## config.mk

```make
export PLATFORM = sky130hd
export DESIGN_NAME = wfps_front
export DESIGN_NICKNAME = d
export VERILOG_FILES = /design/src/rtl/wfps_pkg.sv /design/src/rtl/wfps_front.sv
export SDC_FILE = /design/constraint.sdc
export NUM_CORES = 1
export LEC_CHECK = 0
export ABC_AREA = 1
export ABC_CLOCK_PERIOD_IN_PS = 10300
export BUFFER_PORTS_ARGS = -buffer_cell sky130_fd_sc_hd__buf_2
export CAP_MARGIN = 40
export CORE_ASPECT_RATIO = 1.2
export CORE_MARGIN = 5
export CORE_UTILIZATION = 45
export CTS_BUF_LIST = sky130_fd_sc_hd__clkbuf_2 sky130_fd_sc_hd__clkbuf_4 sky130_fd_sc_hd__clkbuf_8
export CTS_CLUSTER_DIAMETER = 60
export DETAILED_ROUTE_END_ITERATION = 16
export PLACE_DENSITY = 0.7
export SLEW_MARGIN = 25
export SYNTH_ARGS = -nofsm -noshare
export SYNTH_HDL_FRONTEND = slang
export SYNTH_SLANG_ARGS = --single-unit
```

## constraint.sdc

```tcl
create_clock -name clk -period 10.3 [get_ports clk]
set_clock_uncertainty 0.15 [all_clocks]
set_input_delay 0.515 -clock clk [delete_from_list [all_inputs] [get_ports clk]]
set_output_delay 0.515 -clock clk [all_outputs]
set_load 0.05 [all_outputs]
```

## src/rtl/wfps_pkg.sv

```systemverilog
`default_nettype none
package wfps_pkg;

  // Frame geometry
  localparam int FRAME_SIZE = 1024;
  localparam int NYQ_BIN    = FRAME_SIZE / 2;
  localparam int POS_W      = $clog2(FRAME_SIZE);
  localparam int K_W        = $clog2(NYQ_BIN + 1);

  // Field widths
  localparam int MODE_W = 2;
  localparam int SMP_W  = 24;
  localparam int BIN_W  = 10;
  localparam int VAL_W  = 32;
  localparam int WIN_W  = 16;
  localparam int TW_W   = 18;
  localparam int IN_DW  = 72;
  localparam int OUT_DW = 40;

  // Datapath widths
  localparam int WPROD_W = SMP_W + WIN_W + 1;
  localparam int MPROD_W = SMP_W + TW_W;
  localparam int ACC_W   = MPROD_W + POS_W;
  localparam int AMP_SH  = POS_W + 8;
  localparam int AMP_W   = ACC_W - AMP_SH;
  localparam int SQ_W    = 2 * AMP_W;

  // Configuration port
  localparam int CFG_AW = 1;
  localparam int CFG_DW = 10;
  localparam logic [CFG_AW-1:0] REG_START = 1'd0;
  localparam logic [CFG_AW-1:0] REG_AVG   = 1'd1;

  // Input modes
  localparam logic [MODE_W-1:0] MODE_PUSH  = 2'd0;
  localparam logic [MODE_W-1:0] MODE_READ  = 2'd1;
  localparam logic [MODE_W-1:0] MODE_WRITE = 2'd2;

  typedef enum logic [1:0] {
    CMD_PUSH,
    CMD_READ,
    CMD_WRITE,
    CMD_NONE
  } cmd_kind_t;

  typedef struct packed {
    cmd_kind_t                 kind;
    logic signed [SMP_W-1:0]   sample;
    logic [K_W-1:0]            bin;
    logic [VAL_W-1:0]          value;
  } cmd_t;

  // Trig constants
  localparam longint unsigned TWO_PI_Q40 = 64'd6908435304714;
  localparam longint signed   ONE_Q30    = 64'sd1073741824;
  localparam longint unsigned WIN_DEN    = FRAME_SIZE - 1;
  localparam longint unsigned WIN_DEN4   = 4 * (FRAME_SIZE - 1);
  localparam longint unsigned TW_DEN     = FRAME_SIZE;
  localparam longint unsigned TW_DEN4    = 4 * FRAME_SIZE;

  typedef longint unsigned div_tab_t [12];
  localparam div_tab_t COS_DIV = '{2, 12, 30, 56, 90, 132, 182, 240, 306, 380, 462, 552};
  localparam div_tab_t SIN_DIV = '{6, 20, 42, 72, 110, 156, 210, 272, 342, 420, 506, 600};

  typedef logic [WIN_W-1:0]       win_tab_t [FRAME_SIZE];
  typedef logic signed [TW_W-1:0] tw_tab_t  [FRAME_SIZE];

  // cos or sin of a turn fraction in Q30, Taylor series on a reduced quadrant
  function automatic longint signed turn(input longint unsigned p, input bit win,
                                         input bit want_sin);
    longint unsigned a, quad, rem, theta, th2, tc, ts;
    longint signed   cc, ss, c, s;
    if (win) begin
      a     = 4 * (p % WIN_DEN);
      quad  = a / WIN_DEN;
      rem   = a - quad * WIN_DEN;
      theta = ((rem * TWO_PI_Q40) / WIN_DEN4 + 512) >> 10;
    end else begin
      a     = 4 * (p % TW_DEN);
      quad  = a / TW_DEN;
      rem   = a - quad * TW_DEN;
      theta = ((rem * TWO_PI_Q40) / TW_DEN4 + 512) >> 10;
    end
    th2 = (theta * theta + (64'd1 << 29)) >> 30;
    tc  = 64'd1073741824;
    ts  = theta;
    cc  = 0;
    ss  = 0;
    for (int n = 0; n < 12; n++) begin
      if (n % 2 == 1) begin
        cc = cc - longint'(tc);
        ss = ss - longint'(ts);
      end else begin
        cc = cc + longint'(tc);
        ss = ss + longint'(ts);
      end
      tc = ((tc * th2) >> 30) / COS_DIV[n];
      ts = ((ts * th2) >> 30) / SIN_DIV[n];
    end
    if (cc < 0) cc = 0;
    if (cc > ONE_Q30) cc = ONE_Q30;
    if (ss < 0) ss = 0;
    if (ss > ONE_Q30) ss = ONE_Q30;
    case (quad)
      0:       begin c = cc;  s = ss;  end
      1:       begin c = -ss; s = cc;  end
      2:       begin c = -cc; s = -ss; end
      default: begin c = ss;  s = -cc; end
    endcase
    return want_sin ? s : c;
  endfunction

  function automatic logic signed [TW_W-1:0] to_q16(input longint signed v);
    longint signed u;
    u = ((v + ONE_Q30 + 8192) >>> 14) - 65536;
    return TW_W'(u);
  endfunction

  function automatic win_tab_t build_win();
    win_tab_t       t;
    longint signed  w;
    for (int k = 0; k < FRAME_SIZE; k++) begin
      w = ((ONE_Q30 - turn(longint'(k), 1'b1, 1'b0)) + 16384) >>> 15;
      if (w > 65535) w = 65535;
      t[k] = WIN_W'(w);
    end
    return t;
  endfunction

  function automatic tw_tab_t build_tw(input bit want_sin);
    tw_tab_t t;
    for (int k = 0; k < FRAME_SIZE; k++) begin
      t[k] = to_q16(turn(longint'(k), 1'b0, want_sin));
    end
    return t;
  endfunction

  localparam win_tab_t WIN_TAB = build_win();
  localparam tw_tab_t  COS_TAB = build_tw(1'b0);
  localparam tw_tab_t  SIN_TAB = build_tw(1'b1);

endpackage
`default_nettype wire

```

## src/rtl/wfps_front.sv

```systemverilog
`default_nettype none
module wfps_front (
  input  wire logic                       clk,
  input  wire logic                       rst_n,
  input  wire logic                       in_tvalid,
  output logic                            in_tready,
  // mode[1:0], sample[25:2], bin_index[35:26], bin_value[67:36], zero pad
  input  wire logic [wfps_pkg::IN_DW-1:0] in_tdata,
  input  wire logic                       q_pop,
  output logic                            q_valid,
  output wfps_pkg::cmd_t                  q_cmd
);
  import wfps_pkg::*;

  logic [MODE_W-1:0] mode;
  logic [BIN_W-1:0]  bin;
  logic              bin_ok;
  cmd_t              cmd;
  logic              push;

  cmd_t       q_mem_r [2];
  logic       wr_ptr_r;
  logic       rd_ptr_r;
  logic [1:0] count_r;

  // Classify the incoming item
  assign mode   = in_tdata[1:0];
  assign bin    = in_tdata[35:26];
  assign bin_ok = 32'(bin) <= 32'(NYQ_BIN);

  always_comb begin
    cmd.sample = in_tdata[25:2];
    cmd.bin    = K_W'(bin);
    cmd.value  = in_tdata[67:36];
    unique case (mode)
      MODE_PUSH:  cmd.kind = CMD_PUSH;
      MODE_READ:  cmd.kind = bin_ok ? CMD_READ : CMD_NONE;
      MODE_WRITE: cmd.kind = bin_ok ? CMD_WRITE : CMD_NONE;
      default:    cmd.kind = CMD_NONE;
    endcase
  end

  // Two-entry command queue
  assign in_tready = count_r != 2'd2;
  assign push      = in_tvalid && in_tready;
  assign q_valid   = count_r != 2'd0;
  assign q_cmd     = q_mem_r[rd_ptr_r];

  always_ff @(posedge clk) begin
    if (push) begin
      q_mem_r[wr_ptr_r] <= cmd;
    end
  end

  always_ff @(posedge clk) begin
    if (!rst_n) begin
      wr_ptr_r <= 1'b0;
      rd_ptr_r <= 1'b0;
      count_r  <= 2'd0;
    end else begin
      if (push) wr_ptr_r <= ~wr_ptr_r;
      if (q_pop) rd_ptr_r <= ~rd_ptr_r;
      count_r <= count_r + 2'(push) - 2'(q_pop);
    end
  end

endmodule
`default_nettype wire

```

### After elaboration in Yosys (flattened, before gate mapping)

Memories as Yosys holds them, arrays and structs flattened. A register that Yosys moved wholly into a read port is not among the register bits.
Index checks and enable logic that the tools add are counted.

* output and inout bits: 70
* flip-flop bits (word level): 4
* RAM bits: 136
* memories kept: 1
* logic and storage cells: 22

Memory list
* q_mem_r: words 2, width 68, rd ports 1, clocked after memory_dff 1, wr ports 1, line wfps_front.sv:21 `cmd_t q_mem_r [2];`

* equality and inequality tests: 3
* $add $sub $neg: 2
* bitwise logic cells: 2
* reductions and logical operators: 3
* $lt $le $gt $ge: 1
* mux-type cells: 7

Operator list (number)
* <= comparator 10 bit, second input constant: 1
* one-hot mux 2 bit (3 select lines): 1
* 2-to-1 mux 1 bit: 5
* adder 2 x 1 -> 2 bit: 1
* equality test 2 x 1 -> 1 bit, second input constant: 1
* equality test 2 bit, second input constant: 1
* zero test 2 bit: 1
* 2-to-1 mux 2 bit: 1
* != test 2 bit, second input constant: 1
* inverter 1 bit: 2
* nonzero test 2 bit: 1
* subtractor 2 x 1 -> 2 bit: 1
* logical AND 1 bit: 1

### Logic depth before layout (Yosys ltp)

Gate-level depths: netlist of the first run.

* depth after elaboration: 4
* gate-level depth with buffers: 9
* mapped depth without buffers: 9

### Least setup slack after synthesis of the first run

No wires, ideal clock.

* path kind: register -> register
* start point: reg count_r[0]
* end point: mem q_mem_r[1][0] (netlist bit) (enable)
* setup slack: 5.903 ns
* stages on the path, launching flop included: 5
* buffers on the path: 0
* data arrival time: 3.750 ns
* cell sequence: dfxtp_1 -> inv_1 -> nand2_1 -> nand2_1 -> nor2_1

* longest elaborated chain between the ends: 4

Ends and longest elaborated chain
* start, declared: line wfps_front.sv:24 `logic [1:0] count_r;`
* start signal, assigned: line wfps_front.sv:63 `count_r <= count_r + 2'(push) - 2'(q_pop);`
* != test 2 bit: line wfps_front.sv:44 `assign in_tready = count_r != 2'd2;`
* net in_tready: line wfps_front.sv:6 `output logic in_tready,`
* logical AND 1 bit: line wfps_front.sv:45 `assign push = in_tvalid && in_tready;`
* 2-to-1 mux 1 bit: line wfps_front.sv:50 `if (push) begin`
* 2-to-1 mux 1 bit (not written as such): line wfps_front.sv:51 `q_mem_r[wr_ptr_r] <= cmd;`
* end, declared: line wfps_front.sv:21

The timed path passes the listed nets, and every way through them passes these cells.

==> results.json, run 1 <==
{
  "drt-initial-drc-count": 89,
  "wl_per_cell_um": 16.3,
  "r2r-start": "count_r[0]$_SDFF_PN0_",
  "syn_inst": 260,
  "avgSynthCellArea_um2": 20.3,
  "fp.dieH_um": 129,
  "use_met1_pct": 16.2,
  "crit_fanout": 37,
  "via_per_inst": 4.66,
  "final_common_cell": "buf_2",
  "cts_tree": "built",
  "clockRootBuffer": "clkbuf_8",
  "rsz0062_at_grt": "no",
  "die_w_um": 109,
  "cts_resized": 0,
  "r2r-end": "q_mem_r[1][5]$_DFFE_PP_",
  "place_ws_ns": 7.90,
  "max_cap_viol_count": 0,
  "clk_pin_slew_ns": 0.08,
  "gr-usage-met3_pct": 4.47,
  "slowest_delay_ns": 0.69,
  "cts_buffer_depth": 2,
  "gp_congestion": 0.713,
  "final_max_slew_viol_count": 0,
  "grt_max_degree": 57,
  "worstMarginPinSlew_ns": 0.768,
  "crit_required_ns": 9.64,
  "fill_cells": 971,
  "synth-seq-cells": 141,
  "cpLargestDelayFamily": "flip-flops",
  "vias": 2732,
  "drt_wl_total_mm": 9.54,
  "drive_above_1_share_pct": 57.6,
  "worstPathArrival_ns": 2.03,
  "synth_nets": 338,
  "hp-start": "in_tdata[22]",
  "power_w": 0.00145,
  "slew_headroom_pct": 48.8,
  "final_cell_mix": "buf_2 (141), edfxtp_1 (136), mux2_2 (48)",
  "hold_viol": 0,
  "status": "completed",
  "first_pass_iters": 4,
  "hold_class": "in -> reg",
  "ctsHoldBuffers": 0,
  "worst_slack_ns": 7.61,
  "crit_path_end_kind": "primary output",
  "cts_buffers": 17,
  "ys_types": 15,
  "n_antenna_cell": 0,
  "track_usage_pct": 14.3,
  "min_period_ns": 2.69,
  "dpl.hpwl_mm": 6.48,
  "critical_path_class": "reg -> out",
  "postCtsSetupBuffers": 0,
  "path_buf_inv": 2,
  "netlist_area_mm2": 0.00529,
  "yosys_warnings": 0,
  "final_antenna_net_count": 0,
  "clkSinkCount": 141,
  "reg2reg_slack_ns": 8.06,
  "powerDensity_mw_per_mm2": 221,
  "fin_setup_tns_ns": 0,
  "worst_hold_path.endpoint": "q_mem_r[1][62]$_DFFE_PP_",
  "final_core_util_pct": 57.0,
  "area_growth_pct": 24.1,
  "setup.worst_path.start_class": "flop",
  "grt_pass1_vias": 3064,
  "row_count": 43,
  "cp_slowest_cell": "dfxtp_4",
  "grt_antenna_before_repair": 0,
  "worst_skew_pair.late_latency_ns": 0.42,
  "htreeDepth": 4,
  "start_util_pct": 45.9,
  "fmax_mhz": 372,
  "grt_overflow_total": 0,
  "grt_use_met2_pct": 24.7,
  "nets": 494,
  "setup_viol": 0,
  "io_buffers": 141,
  "period_share_pct": 26.1,
  "boundaryPins": 146,
  "r2r.worst_path.cells": 5,
  "drc": 0,
  "whs_path_depth": 1,
  "grt_pass1_wl_mm": 14.8,
  "die_area_mm2": 0.0140,
  "peakVddDrop_uv": 143,
  "core_area_mm2": 0.0115,
  "synth_seq_area_share_pct": 79.1,
  "crit_chain": "buf_12, mux2_2, buf_2",
  "grt-busiest-layer": "met2",
  "p_leak_nw": 2.53
}
[flip-flops by register name (all words and copies together) (netlist names), named ones only]
name	cells
rd_ptr_r	1
q_mem_r	136
wr_ptr_r	1
count_r	2
[worst max-delay path by stage]
| stage | slack (ns) | from | endpoint | cells after the start |
|---|---|---|---|---|
| floorplan | 5.90 | count_r[0]$_SDFF_PN0_ | q_mem_r[1][0]$_DFFE_PP_ | 4 |
| global placement | 7.57 | in_tvalid | q_mem_r[0][16]$_DFFE_PP_ | 4 |
| detailed placement | 7.90 | in_tvalid | q_mem_r[1][58]$_DFFE_PP_ | 4 |
| CTS | 7.54 | flop | q_cmd[20] | 3 |
| global route | 7.47 | flop | q_cmd[20] | 3 |
| finish | 7.61 | flop | q_cmd[25] | 3 |
[per-stage QoR]
step	hold WS (ns)	area (µm²)	instances
final	0.122	6560	586
after floorplan	0.313	5290	260
after detailed placement	0.337	6200	554
after global routing	0.0743	6560	586
after CTS	0.0819	6560	586
after global placement	0.326	6150	552
[kinds of logic (layout without fill, tap and decap cells)]
kind of cell / Yosys count / after routing / synth area share (%)
xor+xnor: 1 / 1 / 0.166
mux: 68 / 68 / 15.9
fa+ha+maj: 2 / 2 / 0.473
flops: 141 / 141 / 79.1
compound gates: 1 / 1 / 0.0946
buf+inv: 19 / 188 / 2.15
simple gates: 28 / 28 / 2.08
[Yosys cell counts]
library cell / number / area share [%]
edfxtp_1: 136 / 77
mux2_2: 48 / 10
mux2_4: 20 / 5.7
nand2_1: 13 / 0.92
nor2_1: 12 / 0.85
inv_1: 11 / 0.78
dfxtp_1: 5 / 1.9
buf_2: 4 / 0.38
buf_6: 2 / 0.43
buf_8: 2 / 0.57
ha_1: 2 / 0.47
nand3_1: 2 / 0.19
and2_0: 1 / 0.12
o21ai_0: 1 / 0.095
xnor2_1: 1 / 0.17
[power by group]
| group | switching (W) | internal, W |
|---|---|---|
| clock network | 0.000205 | 0.000193 |
| registers | 0.0000183 | 0.000705 |
| logic | 0.000238 | 0.0000918 |
| total | 0.000461 | 0.000989 |
[area by class of cell]
class,count,area (µm²),area share (%)
flip-flops and latches,141,4190,63.8
repair buffers,145,768,11.7
inverters,11,41.3,0.629
clock buffers,18,241,3.68
multi-input cells,100,1000,15.3
clock inverters,14,121,1.85
well taps,157,196,2.99
[worst register-to-register path, cell delays in order (launching register included)]
cell	delay [ns]
dfxtp_1	0.31
inv_1	0.06
nand2_1	0.09
nand2_1	0.15
nor2_4	0.38
buf_4	0.70
[per-layer routing]
layer  vias to the layer above  routed length [µm]
met2                        86                5130
met4                         0                 202
met5                         -                   0
met3                        15                 597
met1                      1326                3610
li1                       1305                   -
(Power assumes the default switching activity.)
==> inputs of run 2 (changes only) <==
--- a/config.mk
+++ b/config.mk
@@ -6,7 +6,7 @@
 export NUM_CORES = 1
 export LEC_CHECK = 0
 export ABC_AREA = 1
-export ABC_CLOCK_PERIOD_IN_PS = 10300
+export ABC_CLOCK_PERIOD_IN_PS = 2400
 export BUFFER_PORTS_ARGS = -buffer_cell sky130_fd_sc_hd__buf_2
 export CAP_MARGIN = 40
 export CORE_ASPECT_RATIO = 1.2
@@ -15,7 +15,7 @@
 export CTS_BUF_LIST = sky130_fd_sc_hd__clkbuf_2 sky130_fd_sc_hd__clkbuf_4 sky130_fd_sc_hd__clkbuf_8
 export CTS_CLUSTER_DIAMETER = 60
 export DETAILED_ROUTE_END_ITERATION = 16
-export PLACE_DENSITY = 0.7
+export PLACE_DENSITY = 0.73
 export SLEW_MARGIN = 25
 export SYNTH_ARGS = -nofsm -noshare
 export SYNTH_HDL_FRONTEND = slang
==> constraint.sdc (replaced) <==
create_clock -name clk -period 2.4 [get_ports clk]
set_clock_uncertainty 0.15 [all_clocks]
set_input_delay 0.12 -clock clk [delete_from_list [all_inputs] [get_ports clk]]
set_output_delay 0.12 -clock clk [all_outputs]
set_load 0.05 [all_outputs]
==> run 2 against run 1 <==
Net effect: sequential share of layout area down 6.6 points; register-to-register slack worse by 7.4 ns; final cell count up 12%; die area unchanged; critical endpoint is now q_cmd[4]; wire length up 9.4%; via count up 12%; flip-flop and latch count unchanged; clock power rose to 4.8 times the previous value; largest cell class unchanged; final area up 12%; sequential power rose to 4.3 times the previous value.
==> results.json, run 2 (synthesized netlist as in run 1, its figures left out) <==
{
  "track_usage_pct": 15.1,
  "cts_tree": "built",
  "clkPwrFrac_pct": 29.2,
  "crit_path_end_kind": "primary output",
  "period_share_pct": 84.4,
  "slowest_delay_ns": 0.39,
  "powerDensity_mw_per_mm2": 891,
  "critical_path_class": "reg -> out",
  "grt_pass1_vias": 3330,
  "reg2reg_slack_ns": 0.65,
  "hold_viol": 0,
  "internal-power_w": 0.00452,
  "start_util_pct": 45.9,
  "worst_skew_pair.late_latency_ns": 0.42,
  "crit_fanout": 27,
  "peakVddDrop_uv": 623,
  "row_count": 43,
  "nets": 566,
  "first_pass_iters": 4,
  "drt-initial-drc-count": 96,
  "clockRootBuffer": "clkbuf_8",
  "setup.worst_path.start_class": "flop",
  "max_cap_viol_count": 0,
  "htreeDepth": 4,
  "gp_congestion": 0.677,
  "hold_class": "in -> reg",
  "dpl.hpwl_mm": 6.26,
  "clkSinkCount": 141,
  "min_period_ns": 2.02,
  "r2r.worst_path.cells": 5,
  "grt_pass1_wl_mm": 15.8,
  "slew_headroom_pct": 62.8,
  "grt_max_degree": 69,
  "crit_required_ns": 2.13,
  "grt_antenna_before_repair": 0,
  "final_antenna_net_count": 0,
  "setup_viol": 0,
  "io_buffers": 141,
  "status": "completed",
  "clk_pin_slew_ns": 0.08,
  "crit_chain": "buf_4, mux2_2, buf_2",
  "worst_slack_ns": 0.375,
  "r2r-start": "count_r[0]$_SDFF_PN0_",
  "cp_slowest_cell": "mux2_2",
  "wl_per_cell_um": 15.9,
  "fin_setup_tns_ns": 0,
  "layout.area.seq_mm2": 0.00419,
  "fill_cells": 847,
  "drc": 0,
  "drt_wl_total_mm": 10.4,
  "fp.dieH_um": 129,
  "p_seq_share_pct": 47.4,
  "postCtsSetupBuffers": 0,
  "multi_input_area_mm2": 0.00101,
  "cts_buffers": 17,
  "power_w": 0.00652,
  "n_antenna_cell": 0,
  "power_switching_w": 0.00201,
  "grt_overflow_total": 0,
  "ctsHoldBuffers": 71,
  "vias": 3051,
  "worstMarginPinSlew_ns": 0.558,
  "core_area_mm2": 0.0115,
  "largestRegisters": "q_mem_r (136), count_r (2)",
  "r2r-end": "q_mem_r[1][67]$_DFFE_PP_",
  "boundaryPins": 146,
  "cp-endpoint": "q_cmd[4]",
  "fmax_mhz": 494,
  "largest_reg_flops": 136,
  "p_leak_nw": 2.86,
  "area_growth_pct": 38.5,
  "power_switching_share_pct": 30.8,
  "regMostFlops": "q_mem_r",
  "final_max_slew_viol_count": 0,
  "cts_buffer_depth": 2,
  "worstPathArrival_ns": 1.75,
  "cp.depth": 3,
  "die_w_um": 109,
  "place_ws_ns": 0.649,
  "drive_above_1_share_pct": 49.5,
  "cts_resized": 0,
  "die_area_mm2": 0.0140,
  "final_cell_mix": "buf_2 (141), edfxtp_1 (136), dlygate4sd3_1 (71)",
  "via_per_inst": 4.64,
  "pwr-share-comb_pct": 23.4,
  "cpLargestDelayFamily": "buffers and inverters",
  "rsz0062_at_grt": "no",
  "final_common_cell": "buf_2",
  "path_buf_inv": 2
}
-- run 2: how the worst min path moves through the flow --
stage               slack [ns]    startpoint                        to  cells past startpoint
finish                    0.05     in_tvalid     wr_ptr_r$_SDFFE_PN0P_                      5
global route              0.08     in_tvalid     wr_ptr_r$_SDFFE_PN0P_                      5
CTS                       0.03     in_tvalid     wr_ptr_r$_SDFFE_PN0P_                      5
detailed placement        0.16  in_tdata[25]  q_mem_r[1][65]$_DFFE_PP_                      1
global placement          0.16  in_tdata[37]   q_mem_r[1][1]$_DFFE_PP_                      1
floorplan                 0.06         rst_n     count_r[0]$_SDFF_PN0_                      2
-- run 2: layer usage --
metal,vias up,share of wire (%),track usage [%]
li1,1451,-,-
met1,1498,37,15.8
met2,91,56,27.8
met3,11,6.1,4.77
met4,0,1.4,5.79
met5,-,0,0
-- run 2: power by group through the flow --
stage	clock (W)	combinational, W	sequential [W]
global placement	0	0.00142	0.00313
finish	0.00191	0.00153	0.00309
detailed placement	0	0.00144	0.00315
global route	0.00207	0.00161	0.00311
CTS	0.00196	0.00154	0.00309
floorplan	0	0.00111	0.00313
-- run 2: final cells by class --
cell class	instances	area share (%)
multi-input combinational	100	13.8
timing repair buffer	217	20.2
sequential	141	57.2
tap	157	2.68
clock buffer	17	3.20
clock inverter	15	2.34
inverter	11	0.564
-- run 2: worst reg2reg max path: stages (launching register included) --
cell,delay (ns)
dfxtp_1,0.31
inv_1,0.08
nand2_4,0.07
nand2_1,0.14
nor2_4,0.14
buf_4,0.47
-- run 2: per-stage QoR --
step	instance area [µm²]	hold slack [ns]	utilization (%)	cells
floorplan	5310	0.0635	-	260
global placement	6210	0.158	53.9	555
detailed placement	6210	0.161	53.9	555
CTS	7320	0.0289	63.6	658
global route	7320	0.0798	63.6	658
finish	7320	0.0522	63.6	658
==> inputs of run 3 (changes only) <==
--- a/config.mk
+++ b/config.mk
@@ -6,7 +6,7 @@
 export NUM_CORES = 1
 export LEC_CHECK = 0
 export ABC_AREA = 1
-export ABC_CLOCK_PERIOD_IN_PS = 2400
+export ABC_CLOCK_PERIOD_IN_PS = 1750
 export BUFFER_PORTS_ARGS = -buffer_cell sky130_fd_sc_hd__buf_2
 export CAP_MARGIN = 40
 export CORE_ASPECT_RATIO = 1.2
==> constraint.sdc (replaced) <==
create_clock -name clk -period 1.75 [get_ports clk]
set_clock_uncertainty 0.15 [all_clocks]
set_input_delay 0.0875 -clock clk [delete_from_list [all_inputs] [get_ports clk]]
set_output_delay 0.0875 -clock clk [all_outputs]
set_load 0.05 [all_outputs]
==> run 3 against run 2 <==
Net effect: the flow now finishes with violations (negative setup slack); via count grew 4.1%; sequential power up 38%; clock power is 49% higher; global-route usage grew 1.7 points; final area is 12% higher; worst setup slack got worse by 0.47 ns; hold slack better by 0.18 ns; wire length increased by 16%; register-to-register slack got worse by 0.41 ns; count of clock-buffer cells in the layout is 5 higher; sequential share of layout area shrank 5.9 points; power is 50% higher; critical path type unchanged; critical endpoint is now q_cmd[45]; largest cell class unchanged.
==> results.json, run 3 (synthesized netlist as in run 1, its figures left out) <==
{
  "worstPathArrival_ns": 1.61,
  "final_common_cell": "edfxtp_1",
  "final_area_mm2": 0.00817,
  "fin_setup_tns_ns": -4.28,
  "boundaryPins": 146,
  "row_count": 43,
  "cp-endpoint": "q_cmd[45]",
  "clk_pin_slew_ns": 0.08,
  "crit_fanout": 29,
  "hold_class": "in -> reg",
  "fill_cells": 747,
  "drive_above_1_share_pct": 51.5,
  "reg2reg_slack_ns": 0.24,
  "drt-initial-drc-count": 158,
  "holdWs_ns": 0.228,
  "cts_buffer_depth": 2,
  "powerDensity_mw_per_mm2": 1200,
  "drt_wl_total_mm": 12.1,
  "r2r-start": "count_r[1]$_SDFF_PN0_",
  "wl_per_cell_um": 18.1,
  "min_period_ns": 1.85,
  "fp.dieH_um": 129,
  "crit_path_end_kind": "primary output",
  "track_usage_pct": 16.8,
  "area_growth_pct": 54.6,
  "largest_reg_flops": 136,
  "p_leak_nw": 3.24,
  "drc": 0,
  "io_buffers": 141,
  "setup.worst_path.start_class": "flop",
  "setup_viol": 67,
  "cts_buffers": 17,
  "regMostFlops": "q_mem_r",
  "critical_path_class": "reg -> out",
  "place_area_mm2": 0.00629,
  "worstMarginPinSlew_ns": 0.258,
  "fmax_mhz": 542,
  "worst_slack_ns": -0.0965,
  "clockRootBuffer": "clkbuf_8",
  "gp_congestion": 0.682,
  "die_w_um": 109,
  "worst_skew_pair.late_latency_ns": 0.41,
  "final_antenna_net_count": 0,
  "start_util_pct": 45.9,
  "grt_overflow_total": 0,
  "slew_headroom_pct": 82.9,
  "core_area_mm2": 0.0115,
  "peakVddDrop_uv": 620,
  "grt_pass1_vias": 3411,
  "max_cap_viol_count": 0,
  "die_area_mm2": 0.0140,
  "r2r.worst_path.cells": 8,
  "grt_max_degree": 38,
  "r2r-end": "count_r[1]$_SDFF_PN0_",
  "rsz0062_at_grt": "yes",
  "violations": "negative setup slack",
  "via_per_inst": 4.75,
  "n_antenna_cell": 0,
  "hold_viol": 0,
  "grt_antenna_before_repair": 0,
  "htreeDepth": 4,
  "period_share_pct": 106,
  "dpl.hpwl_mm": 6.45,
  "final_max_slew_viol_count": 0,
  "crit_required_ns": 1.51,
  "nets": 576,
  "cts_tree": "built",
  "final_cell_mix": "edfxtp_1 (136), buf_2 (73), dlygate4sd3_1 (71)",
  "first_pass_iters": 4,
  "largestRegisters": "q_mem_r (136), count_r (2)",
  "clkSinkCount": 141,
  "vias": 3175,
  "grt_pass1_wl_mm": 17.6,
  "status": "finished with violations"
}
run 3: changes by cell type in the layout (fill, tap and decap cells not counted), moves of 2 or more:
cell / before / now
buf_2: 141 / 73
buf_6: 0 / 49
mux2_2: 48 / 23
mux2_4: 20 / 45
buf_8: 0 / 21
buf_12: 2 / 7
clkbuf_4: 0 / 5
buf_16: 0 / 2
clkinv_1: 2 / 0
clkinv_2: 3 / 1
run 3: worst min-delay path by stage:
| stage | start | end | slack, ns | cells past startpoint |
|---|---|---|---|---|
| 2_1_floorplan | rst_n | count_r[0]$_SDFF_PN0_ | 0.03 | 2 |
| 3_3_place_gp | in_tdata[43] | q_mem_r[0][7]$_DFFE_PP_ | 0.13 | 1 |
| 6_report | in_tdata[43] | q_mem_r[0][7]$_DFFE_PP_ | 0.23 | 2 |
| 3_5_place_dp | in_tdata[45] | q_mem_r[0][9]$_DFFE_PP_ | 0.13 | 1 |
| 4_1_cts | in_tdata[43] | q_mem_r[0][7]$_DFFE_PP_ | 0.20 | 2 |
| 5_1_grt | in_tdata[43] | q_mem_r[0][7]$_DFFE_PP_ | 0.20 | 2 |
run 3: area by class of cell:
| type | count | area [µm²] | share of cell area (%) |
|---|---|---|---|
| clock inverter | 10 | 166 | 2.04 |
| multi-input combinational | 100 | 1120 | 13.7 |
| timing repair buffer | 227 | 2190 | 26.7 |
| tap | 157 | 196 | 2.40 |
| sequential | 141 | 4190 | 51.3 |
| inverter | 11 | 41.3 | 0.505 |
| clock buffer | 22 | 272 | 3.32 |
run 3: routing by layer:
metal  up-vias  track usage, %  share of wire (%)
met4         0            6.91                1.9
met5         -               0                  0
li1       1472               -                  -
met2       109            30.8                 57
met3        18            4.62                4.8
met1      1576            18.0                 36
run 3: through the flow:
step	utilization (%)	power [W]	cells	setup slack [ns]
3_3_place_gp	54.6	0.00631	557	0.278
4_1_cts	69.9	0.00973	667	-0.131
2_1_floorplan	-	0.00583	260	-0.416
5_1_grt	71.0	0.0101	668	-0.170
3_5_place_dp	54.6	0.00636	557	0.263
6_report	71.0	0.00979	668	-0.0965
run 3: repair_timing:
item                                    4_1_cts  5_1_grt
resized for setup                           158       29
endpoints found under the setup margin       64       68
hold buffers                                 71        0
endpoints found under the hold margin       141        0
gates cloned                                  2        1
setup buffers                                 5        0
run 3: critical path, stage by stage, from the launching register on:
cell and delay, ns:
dfxtp_4 0.41, buf_12 0.21, mux2_2 0.38, buf_6 0.16
run 3: power breakdown:
| part | leakage [nW] | switching [W] | internal (W) |
|---|---|---|---|
| combinational | 1.72 | 0.00157 | 0.00111 |
| clock | 0.219 | 0.00120 | 0.00164 |
| sequential | 1.31 | 0.000115 | 0.00415 |
